[src/rtl/core/prgq_pkg.sv]
`timescale 1ns / 1ps

package prgq_pkg;

  localparam int FRAC_BITS  = 16;
  localparam int QUO_W      = 16;
  localparam int BYTE_W     = 8;
  localparam int CHANNELS   = 3;
  localparam int DIV_STAGES = 4;
  localparam int DIV_STEPS  = QUO_W / DIV_STAGES;
  localparam int SQRT_STAGES = 2;
  localparam int SQRT_STEPS = BYTE_W / SQRT_STAGES;
  localparam int ROOT_REM_W = BYTE_W + 2;

  localparam logic [BYTE_W-1:0] BYTE_MAX = {BYTE_W{1'b1}};

  // Partial remainder and a word that holds the dividend bits still to come
  // at the top and the quotient bits already found at the bottom.
  typedef struct packed {
    logic [QUO_W-1:0] rem;
    logic [QUO_W-1:0] word;
  } div_chan_t;

  typedef struct packed {
    div_chan_t [CHANNELS-1:0] ch;
    logic [CHANNELS-1:0]      sat;
    logic                     frame_end;
  } div_pipe_t;

  typedef struct packed {
    logic [QUO_W-1:0]      rad;
    logic [ROOT_REM_W-1:0] rem;
    logic [BYTE_W-1:0]     root;
  } sqrt_chan_t;

  typedef struct packed {
    sqrt_chan_t [CHANNELS-1:0] ch;
    logic [CHANNELS-1:0]       sat;
    logic                      frame_end;
  } sqrt_pipe_t;

endpackage

[src/rtl/core/prgq_ifs.sv]
`timescale 1ns / 1ps

interface prgq_pix_in_if
  import prgq_pkg::*;
#(
  parameter int SUM_WIDTH = 32
) ();
  logic                 valid;
  logic                 ready;
  logic [SUM_WIDTH-1:0] red_sum;
  logic [SUM_WIDTH-1:0] green_sum;
  logic [SUM_WIDTH-1:0] blue_sum;
  logic                 frame_end;

  modport source (output valid, output red_sum, output green_sum, output blue_sum,
                  output frame_end, input ready);
  modport sink (input valid, input red_sum, input green_sum, input blue_sum,
                input frame_end, output ready);
endinterface

interface prgq_pix_out_if
  import prgq_pkg::*;
();
  logic              valid;
  logic              ready;
  logic [BYTE_W-1:0] red_byte;
  logic [BYTE_W-1:0] green_byte;
  logic [BYTE_W-1:0] blue_byte;
  logic              frame_end_out;

  modport source (output valid, output red_byte, output green_byte, output blue_byte,
                  output frame_end_out, input ready);
  modport sink (input valid, input red_byte, input green_byte, input blue_byte,
                input frame_end_out, output ready);
endinterface

[src/rtl/core/prgq_div_stage.sv]
`timescale 1ns / 1ps

module prgq_div_stage
  import prgq_pkg::*;
(
  input  logic             clk,
  input  logic             rst_n,
  input  logic             en,
  input  logic             in_valid,
  input  div_pipe_t        in_data,
  input  logic [QUO_W-1:0] divisor,
  output logic             out_valid,
  output div_pipe_t        out_data
);

  logic      valid_r;
  div_pipe_t data_r;
  div_pipe_t data_nxt;

  // One restoring division step: bring down the next dividend bit and
  // subtract the divisor where it fits.
  function automatic div_chan_t div_step(div_chan_t c, logic [QUO_W-1:0] d);
    logic [QUO_W:0] t;
    logic [QUO_W:0] diff;
    div_chan_t      r;
    t    = {c.rem, c.word[QUO_W-1]};
    diff = t - {1'b0, d};
    if (t >= {1'b0, d}) begin
      r.rem  = diff[QUO_W-1:0];
      r.word = {c.word[QUO_W-2:0], 1'b1};
    end else begin
      r.rem  = t[QUO_W-1:0];
      r.word = {c.word[QUO_W-2:0], 1'b0};
    end
    return r;
  endfunction

  always_comb begin
    data_nxt = in_data;
    for (int s = 0; s < DIV_STEPS; s++) begin
      for (int c = 0; c < CHANNELS; c++) begin
        data_nxt.ch[c] = div_step(data_nxt.ch[c], divisor);
      end
    end
  end

  always_ff @(posedge clk) begin
    if (!rst_n) begin
      valid_r <= 1'b0;
    end else if (en) begin
      valid_r <= in_valid;
    end
  end

  always_ff @(posedge clk) begin
    if (en) begin
      data_r <= data_nxt;
    end
  end

  assign out_valid = valid_r;
  assign out_data  = data_r;

endmodule

[src/rtl/core/prgq_sqrt_stage.sv]
`timescale 1ns / 1ps

module prgq_sqrt_stage
  import prgq_pkg::*;
(
  input  logic       clk,
  input  logic       rst_n,
  input  logic       en,
  input  logic       in_valid,
  input  sqrt_pipe_t in_data,
  output logic       out_valid,
  output sqrt_pipe_t out_data
);

  logic       valid_r;
  sqrt_pipe_t data_r;
  sqrt_pipe_t data_nxt;

  // Digit-by-digit square root: two radicand bits in, one root bit out.
  function automatic sqrt_chan_t sqrt_step(sqrt_chan_t c);
    logic [ROOT_REM_W+1:0] t;
    logic [ROOT_REM_W+1:0] trial;
    logic [ROOT_REM_W+1:0] diff;
    sqrt_chan_t            r;
    t     = {c.rem, c.rad[QUO_W-1 -: 2]};
    trial = (ROOT_REM_W + 2)'({c.root, 2'b01});
    diff  = t - trial;
    r.rad = {c.rad[QUO_W-3:0], 2'b00};
    if (t >= trial) begin
      r.rem  = diff[ROOT_REM_W-1:0];
      r.root = {c.root[BYTE_W-2:0], 1'b1};
    end else begin
      r.rem  = t[ROOT_REM_W-1:0];
      r.root = {c.root[BYTE_W-2:0], 1'b0};
    end
    return r;
  endfunction

  always_comb begin
    data_nxt = in_data;
    for (int s = 0; s < SQRT_STEPS; s++) begin
      for (int c = 0; c < CHANNELS; c++) begin
        data_nxt.ch[c] = sqrt_step(data_nxt.ch[c]);
      end
    end
  end

  always_ff @(posedge clk) begin
    if (!rst_n) begin
      valid_r <= 1'b0;
    end else if (en) begin
      valid_r <= in_valid;
    end
  end

  always_ff @(posedge clk) begin
    if (en) begin
      data_r <= data_nxt;
    end
  end

  assign out_valid = valid_r;
  assign out_data  = data_r;

endmodule

[src/rtl/core/pixel_resolve_gamma_quantize_top.sv]
`timescale 1ns / 1ps

// Pixel resolve: averages three accumulated Q16.16 radiance sums over the
// samples-per-pixel count, applies gamma 2 and quantizes each channel to a byte.
// The input channel in_pix carries one pixel's sums and an end-of-frame flag;
// the result channel out_pix carries the three bytes and the flag copy. Both
// use valid/ready, and an item moves on an edge where both are high.
// The user must write the divisor via cfg_we/cfg_wdata only while no item is in
// flight; the block does not enforce this. Zero acts as one and reset sets one.
// The pipeline has eight register stages: input capture, four stages of the
// divider (four quotient bits each), two square-root stages (four root bits
// each) and the output register. One item per cycle is taken in steady state while
// the receiver holds ready high. Reset empties every stage. When the receiver holds
// ready low the result stays on the port; upstream stages keep filling any empty
// slots and input ready falls only once all eight stages hold an item.
module pixel_resolve_gamma_quantize_top
  import prgq_pkg::*;
#(
  parameter int SUM_WIDTH = 32
) (
  input  logic             clk,
  input  logic             rst_n,
  prgq_pix_in_if.sink      in_pix,
  prgq_pix_out_if.source   out_pix,
  input  logic             cfg_we,
  input  logic [QUO_W-1:0] cfg_wdata
);

  localparam int HI_W   = SUM_WIDTH - FRAC_BITS;
  localparam int CMP_W  = (HI_W > QUO_W) ? HI_W : QUO_W;
  localparam int NST    = 1 + DIV_STAGES + SQRT_STAGES + 1;
  localparam int OUT_ST = NST - 1;

  logic [QUO_W-1:0]     div_r;
  logic [NST-1:0]       st_en;
  logic [NST-1:0]       st_v;

  logic [SUM_WIDTH-1:0] sums [CHANNELS];
  logic [CMP_W-1:0]     hi_ext [CHANNELS];
  div_pipe_t            in_nxt;
  div_pipe_t            in_r;
  logic                 in_v_r;

  div_pipe_t            div_q [DIV_STAGES+1];
  logic [DIV_STAGES:0]  div_v;
  sqrt_pipe_t           sqrt_q [SQRT_STAGES+1];
  logic [SQRT_STAGES:0] sqrt_v;

  logic                 out_v_r;
  logic [BYTE_W-1:0]    byte_r [CHANNELS];
  logic                 fe_r;

  always_ff @(posedge clk) begin
    if (!rst_n) begin
      div_r <= QUO_W'(1);
    end else if (cfg_we) begin
      div_r <= (cfg_wdata == '0) ? QUO_W'(1) : cfg_wdata;
    end
  end

  // A stage loads when it is empty or the stage after it moves on.
  always_comb begin
    st_en[NST-1] = !st_v[NST-1] || out_pix.ready;
    for (int k = NST - 2; k >= 0; k--) begin
      st_en[k] = !st_v[k] || st_en[k+1];
    end
  end

  assign st_v         = {out_v_r, sqrt_v[SQRT_STAGES:1], div_v[DIV_STAGES:1], in_v_r};
  assign in_pix.ready = st_en[0];

  assign sums[0] = in_pix.red_sum;
  assign sums[1] = in_pix.green_sum;
  assign sums[2] = in_pix.blue_sum;

  // The mean reaches 1.0 exactly when the integer part of the sum is at least
  // the divisor; otherwise the integer part is the first partial remainder.
  always_comb begin
    in_nxt.frame_end = in_pix.frame_end;
    for (int c = 0; c < CHANNELS; c++) begin
      hi_ext[c]         = CMP_W'(sums[c][SUM_WIDTH-1:FRAC_BITS]);
      in_nxt.sat[c]     = hi_ext[c] >= CMP_W'(div_r);
      in_nxt.ch[c].rem  = hi_ext[c][QUO_W-1:0];
      in_nxt.ch[c].word = sums[c][FRAC_BITS-1:0];
    end
  end

  always_ff @(posedge clk) begin
    if (!rst_n) begin
      in_v_r <= 1'b0;
    end else if (st_en[0]) begin
      in_v_r <= in_pix.valid;
    end
  end

  always_ff @(posedge clk) begin
    if (st_en[0]) begin
      in_r <= in_nxt;
    end
  end

  assign div_q[0] = in_r;
  assign div_v[0] = in_v_r;

  for (genvar g = 0; g < DIV_STAGES; g++) begin : g_div
    prgq_div_stage u_div (
      .clk       (clk),
      .rst_n     (rst_n),
      .en        (st_en[1+g]),
      .in_valid  (div_v[g]),
      .in_data   (div_q[g]),
      .divisor   (div_r),
      .out_valid (div_v[g+1]),
      .out_data  (div_q[g+1])
    );
  end

  always_comb begin
    sqrt_q[0].sat       = div_q[DIV_STAGES].sat;
    sqrt_q[0].frame_end = div_q[DIV_STAGES].frame_end;
    for (int c = 0; c < CHANNELS; c++) begin
      sqrt_q[0].ch[c].rad  = div_q[DIV_STAGES].ch[c].word;
      sqrt_q[0].ch[c].rem  = '0;
      sqrt_q[0].ch[c].root = '0;
    end
  end
  assign sqrt_v[0] = div_v[DIV_STAGES];

  for (genvar g = 0; g < SQRT_STAGES; g++) begin : g_sqrt
    prgq_sqrt_stage u_sqrt (
      .clk       (clk),
      .rst_n     (rst_n),
      .en        (st_en[1+DIV_STAGES+g]),
      .in_valid  (sqrt_v[g]),
      .in_data   (sqrt_q[g]),
      .out_valid (sqrt_v[g+1]),
      .out_data  (sqrt_q[g+1])
    );
  end

  always_ff @(posedge clk) begin
    if (!rst_n) begin
      out_v_r <= 1'b0;
    end else if (st_en[OUT_ST]) begin
      out_v_r <= sqrt_v[SQRT_STAGES];
    end
  end

  always_ff @(posedge clk) begin
    if (st_en[OUT_ST]) begin
      fe_r <= sqrt_q[SQRT_STAGES].frame_end;
      for (int c = 0; c < CHANNELS; c++) begin
        byte_r[c] <= sqrt_q[SQRT_STAGES].sat[c] ? BYTE_MAX : sqrt_q[SQRT_STAGES].ch[c].root;
      end
    end
  end

  assign out_pix.valid         = out_v_r;
  assign out_pix.red_byte      = byte_r[0];
  assign out_pix.green_byte    = byte_r[1];
  assign out_pix.blue_byte     = byte_r[2];
  assign out_pix.frame_end_out = fe_r;

  a_div_nonzero: assert property (@(posedge clk) disable iff (!rst_n)
    div_r != '0)
    else $error("divisor register holds zero");

  a_full_when_blocked: assert property (@(posedge clk) disable iff (!rst_n)
    !in_pix.ready |-> ((&st_v) && !out_pix.ready))
    else $error("input blocked while the pipeline has an empty stage");

  a_accept_lands: assert property (@(posedge clk) disable iff (!rst_n)
    (in_pix.valid && in_pix.ready) |=> st_v[0])
    else $error("accepted item did not enter the first stage");

  a_root_rem: assert property (@(posedge clk) disable iff (!rst_n)
    sqrt_v[SQRT_STAGES] |->
      (sqrt_q[SQRT_STAGES].ch[0].rem <= {1'b0, sqrt_q[SQRT_STAGES].ch[0].root, 1'b0}))
    else $error("square root remainder exceeds twice the root");

endmodule

[src/flat_wrapper.sv]
// flat-port wrapper written by rule: the top's interface ports become plain ports
module pixel_resolve_gamma_quantize_top_flat import prgq_pkg::*;
#(
  parameter int SUM_WIDTH = 32
)
  (clk, rst_n, cfg_we, cfg_wdata, in_pix_valid, in_pix_red_sum, in_pix_green_sum, in_pix_blue_sum, in_pix_frame_end, in_pix_ready, out_pix_valid, out_pix_red_byte, out_pix_green_byte, out_pix_blue_byte, out_pix_frame_end_out, out_pix_ready);
  prgq_pix_in_if #(.SUM_WIDTH(SUM_WIDTH)) in_pix_i ();
  prgq_pix_out_if out_pix_i ();
  input  logic clk;
  input  logic rst_n;
  input  logic cfg_we;
  input  logic [QUO_W-1:0] cfg_wdata;
  input wire logic [$bits(in_pix_i.valid)-1:0] in_pix_valid;
  input wire logic [$bits(in_pix_i.red_sum)-1:0] in_pix_red_sum;
  input wire logic [$bits(in_pix_i.green_sum)-1:0] in_pix_green_sum;
  input wire logic [$bits(in_pix_i.blue_sum)-1:0] in_pix_blue_sum;
  input wire logic [$bits(in_pix_i.frame_end)-1:0] in_pix_frame_end;
  output wire logic [$bits(in_pix_i.ready)-1:0] in_pix_ready;
  output wire logic [$bits(out_pix_i.valid)-1:0] out_pix_valid;
  output wire logic [$bits(out_pix_i.red_byte)-1:0] out_pix_red_byte;
  output wire logic [$bits(out_pix_i.green_byte)-1:0] out_pix_green_byte;
  output wire logic [$bits(out_pix_i.blue_byte)-1:0] out_pix_blue_byte;
  output wire logic [$bits(out_pix_i.frame_end_out)-1:0] out_pix_frame_end_out;
  input wire logic [$bits(out_pix_i.ready)-1:0] out_pix_ready;
  assign in_pix_i.valid = in_pix_valid;
  assign in_pix_i.red_sum = in_pix_red_sum;
  assign in_pix_i.green_sum = in_pix_green_sum;
  assign in_pix_i.blue_sum = in_pix_blue_sum;
  assign in_pix_i.frame_end = in_pix_frame_end;
  assign in_pix_ready = in_pix_i.ready;
  assign out_pix_valid = out_pix_i.valid;
  assign out_pix_red_byte = out_pix_i.red_byte;
  assign out_pix_green_byte = out_pix_i.green_byte;
  assign out_pix_blue_byte = out_pix_i.blue_byte;
  assign out_pix_frame_end_out = out_pix_i.frame_end_out;
  assign out_pix_i.ready = out_pix_ready;
  pixel_resolve_gamma_quantize_top #(.SUM_WIDTH(SUM_WIDTH)) u_core (.clk(clk), .rst_n(rst_n), .in_pix(in_pix_i), .out_pix(out_pix_i), .cfg_we(cfg_we), .cfg_wdata(cfg_wdata));
endmodule
[config.mk]
export PLATFORM = sky130hd
export DESIGN_NAME = pixel_resolve_gamma_quantize_top_flat
export DESIGN_NICKNAME = d
export VERILOG_FILES = /design/src/rtl/core/prgq_pkg.sv /design/src/rtl/core/prgq_ifs.sv /design/src/rtl/core/prgq_div_stage.sv /design/src/rtl/core/prgq_sqrt_stage.sv /design/src/rtl/core/pixel_resolve_gamma_quantize_top.sv /design/src/flat_wrapper.sv
export SDC_FILE = /design/constraint.sdc
export NUM_CORES = 2
export LEC_CHECK = 0
export BUFFER_PORTS_ARGS = -buffer_cell sky130_fd_sc_hd__buf_2
export CAP_MARGIN = 20
export CELL_PAD_IN_SITES_DETAIL_PLACEMENT = 0
export CELL_PAD_IN_SITES_GLOBAL_PLACEMENT = 1
export CORE_ASPECT_RATIO = 1.2
export CORE_MARGIN = 2
export CORE_UTILIZATION = 47
export CTS_BUF_LIST = sky130_fd_sc_hd__clkbuf_2
export DETAILED_ROUTE_END_ITERATION = 6
export GPL_TIMING_DRIVEN = 0
export PLACE_DENSITY_LB_ADDON = 0.1
export SLEW_MARGIN = 5
export SYNTH_ARGS = -nofsm -noshare
export SYNTH_HDL_FRONTEND = slang
export SYNTH_SLANG_ARGS = --single-unit
export TNS_END_PERCENT = 50
[constraint.sdc]
create_clock -name clk -period 13.39 [get_ports clk]
set_input_delay 2.678 -clock clk [delete_from_list [all_inputs] [get_ports clk]]
set_output_delay 2.678 -clock clk [all_outputs]
set_load 0.005 [all_outputs]
==> flow_summary.toml <==
[synth]
ys_ff_latch = 599
syn_nets = 8501
synth_ff_type = "edfxtp_1"
synth_top_area_share_pct = 25.7
syn_inst = 7399
syn_avg_cell_area_um2 = 9.08
yosysTopAreaCell = "edfxtp_1"
synth_edf_count = 575
netlist_area_um2 = 67200
synth_cell_type_count = 110
yosysWarnings = 0
synth_area_leaders = "edfxtp_1, ha_1, mux2_2"
ys_seq_area_share_pct = 26.4
async_flop_share_pct = 0

[placed_design]
post-dp-hpwl_um = 148000
dpl_cell_area_um2 = 71000
placedCellCount = 9415
io_buffers = 143
gp_congestion = 0.889

[critical_path]
worstPathRequired_ps = 14790
start_kind = "flop"
worstPathArrival_ps = 14140
critPathKind = "reg2reg"
critical_path_peak_fanout = 39
rrSetupSlack_ps = 650
cp-end-kind = "flop"
slowest_delay_ps = 540
slowest_stage = "o21ai_1"

[die]
num_rows = 152
fp.dieH_um = 418
die_x_um = 349
dieArea_um2 = 146000
coreArea_um2 = 142000
start_util_pct = 47.2
boundaryPins = 145

[final_layout]
syn_to_final_growth_pct = 8.86
finish.instance_area_um2 = 73200
layout_commonest_cell = "ha_1"
instances_no_fill = 9732
layout_common_cells = "ha_1, a21oi_1, edfxtp_1, nor2_1, nand2_1"
drive_gt1_share_pct = 14.0
finalNetCount = 8861

[run_status]
status = "complete, no violations"

[route]
routed_wirelength_um = 198000
postRouteAntennaNets = 0
firstDrtPassIters = 6
vias = 57425
via_per_inst = 5.90
drc = 0
post_drt_wl_per_cell_um = 20.4
drtIter0Drc = 3090

[cts]
cts_tree = "done"
htree_levels = 4
cts_max_path_buffers = 3
hold_buffers = 0
clock_latency_ps = 1670
cts-root-buf = "clkbuf_2"
cts_sinks = 599
path_clk_slew_ps = 120
cts_made_buffers = 164

[global_route]
grt_usage_pct = 26.7
antenna_found_initial = 8
grt_max_degree = 88
grt_pass1_wl_um = 309000
grt-ovfl-total = 0
grt_pass1_vias = 56676

[sta]
tightest_slew_ps = 1230
rsz0062_at_grt = "true"
hold_violations = 0
fmax_mhz = 78.5
whs_ps = 328
fin_crit_sh_pct = 95.2
finalClockSkew_ps = 119
slew_viol_final = 0
relSlewSlack_pct = 17.9
setup_violations = 0
min_period_ps = 12740

[worst_hold_path]
min_path_type = "reg2reg"

[flow_run]
drv_cap = 0
==> per-stage QoR <==
stage | util [%] | setup slack, ps | TNS (ps)
after floorplan | - | 396 | 0
after global placement | 49.3 | -5990 | -871540
after detailed placement | 49.8 | -1120 | -93940
after CTS | 51.0 | -22.8 | -22.8
after global routing | 51.4 | -173 | -1390
final | 51.4 | 648 | 0
==> Yosys cell counts (all sizes together) (68+ instances only) <==
cell      n
a21o    219
edfxtp  575
nand2   482
o21bai   68
o21ai   443
xnor2   393
mux2    407
xor2    167
nor3    161
ha      939
a21oi   585
nor2b   146
o31ai    69
mux2i   107
or2      70
clkbuf   77
inv     448
nand2b   84
o21a    160
nand4   135
nand3   159
nor2    550
==> cell families (layout without fill, tap and decap cells) <==
| kind of cell | count (synthesis) | count (layout) | share of synthesized area (%) |
|---|---|---|---|
| xor+xnor | 560 | 560 | 7.30 |
| buf+inv | 563 | 1042 | 3.24 |
| fa+ha+maj | 984 | 984 | 18.8 |
| other cells | 0 | 6 | 0 |
| flops | 599 | 599 | 26.4 |
| compound gates | 2109 | 2109 | 20.5 |
| simple gates | 2070 | 2070 | 15.2 |
| mux | 514 | 514 | 8.51 |
==> flip-flops by register name (all words and copies together), names as in the netlist <==
register,flops
u_core.div_q,100
u_core.g_div.u_div.out_data,352
u_core.g_div.u_div.out_valid,4
u_core.div_r,16
u_core.out_pix.frame_end_out,1
u_core.byte_r,24
u_core.out_pix.valid,1
u_core.g_sqrt.u_sqrt.out_data,98
u_core.g_sqrt.u_sqrt.out_valid,2
u_core.in_v_r,1
==> critical path, delay by kind of cell, from the launching register on <==
family	cells	cell delay (ps)
flip-flops	1	380
AO/OA/AOI/OAI	26	6450
AND/OR/NAND/NOR	6	1000
buffers and inverters	9	2410
multiplexers	2	680
adder cells (fa/ha/maj)	4	1370
==> cell type report <==
cell class / instances / area [um2]
Fill cell: 13403 / 69300
Multi-Input combinational cell: 6237 / 47600
Buffer: 110 / 523
Antenna cell: 6 / 15.0
Tap cell: 1848 / 2310
Clock buffer: 208 / 1040
Inverter: 449 / 1810
Clock inverter: 77 / 502
Sequential cell: 599 / 17800
Timing Repair Buffer: 198 / 1660
==> repair_timing <==
action | CTS | global route
pin swaps | 2 | 7
setup endpoints to repair | 155 | 156
buffers inserted | 3 | 27
resized for setup | 39 | 107
==> metal layers <==
metal / global-route usage (%) / routed length, um
met5: 0 / 54
met4: 9.09 / 6610
met3: 3.28 / 7790
met2: 46.5 / 94800
met1: 33.9 / 89100
==> final timing paths <==
path | from | to | cells after the start
setup reg to reg | u_core.div_r[1] | u_core.g_div[1].u_div.out_data[95] | 47
hold reg to reg | u_core.g_div[1].u_div.out_data[77] | u_core.g_div[2].u_div.out_data[81] | 0
setup / recovery | u_core.div_r[1] | u_core.g_div[1].u_div.out_data[95] | 47
hold / removal | u_core.g_div[1].u_div.out_data[77] | u_core.g_div[2].u_div.out_data[81] | 0
Power is not shown: default switching activity piles up to over one toggle a cycle in this logic, so the estimate is an artifact.
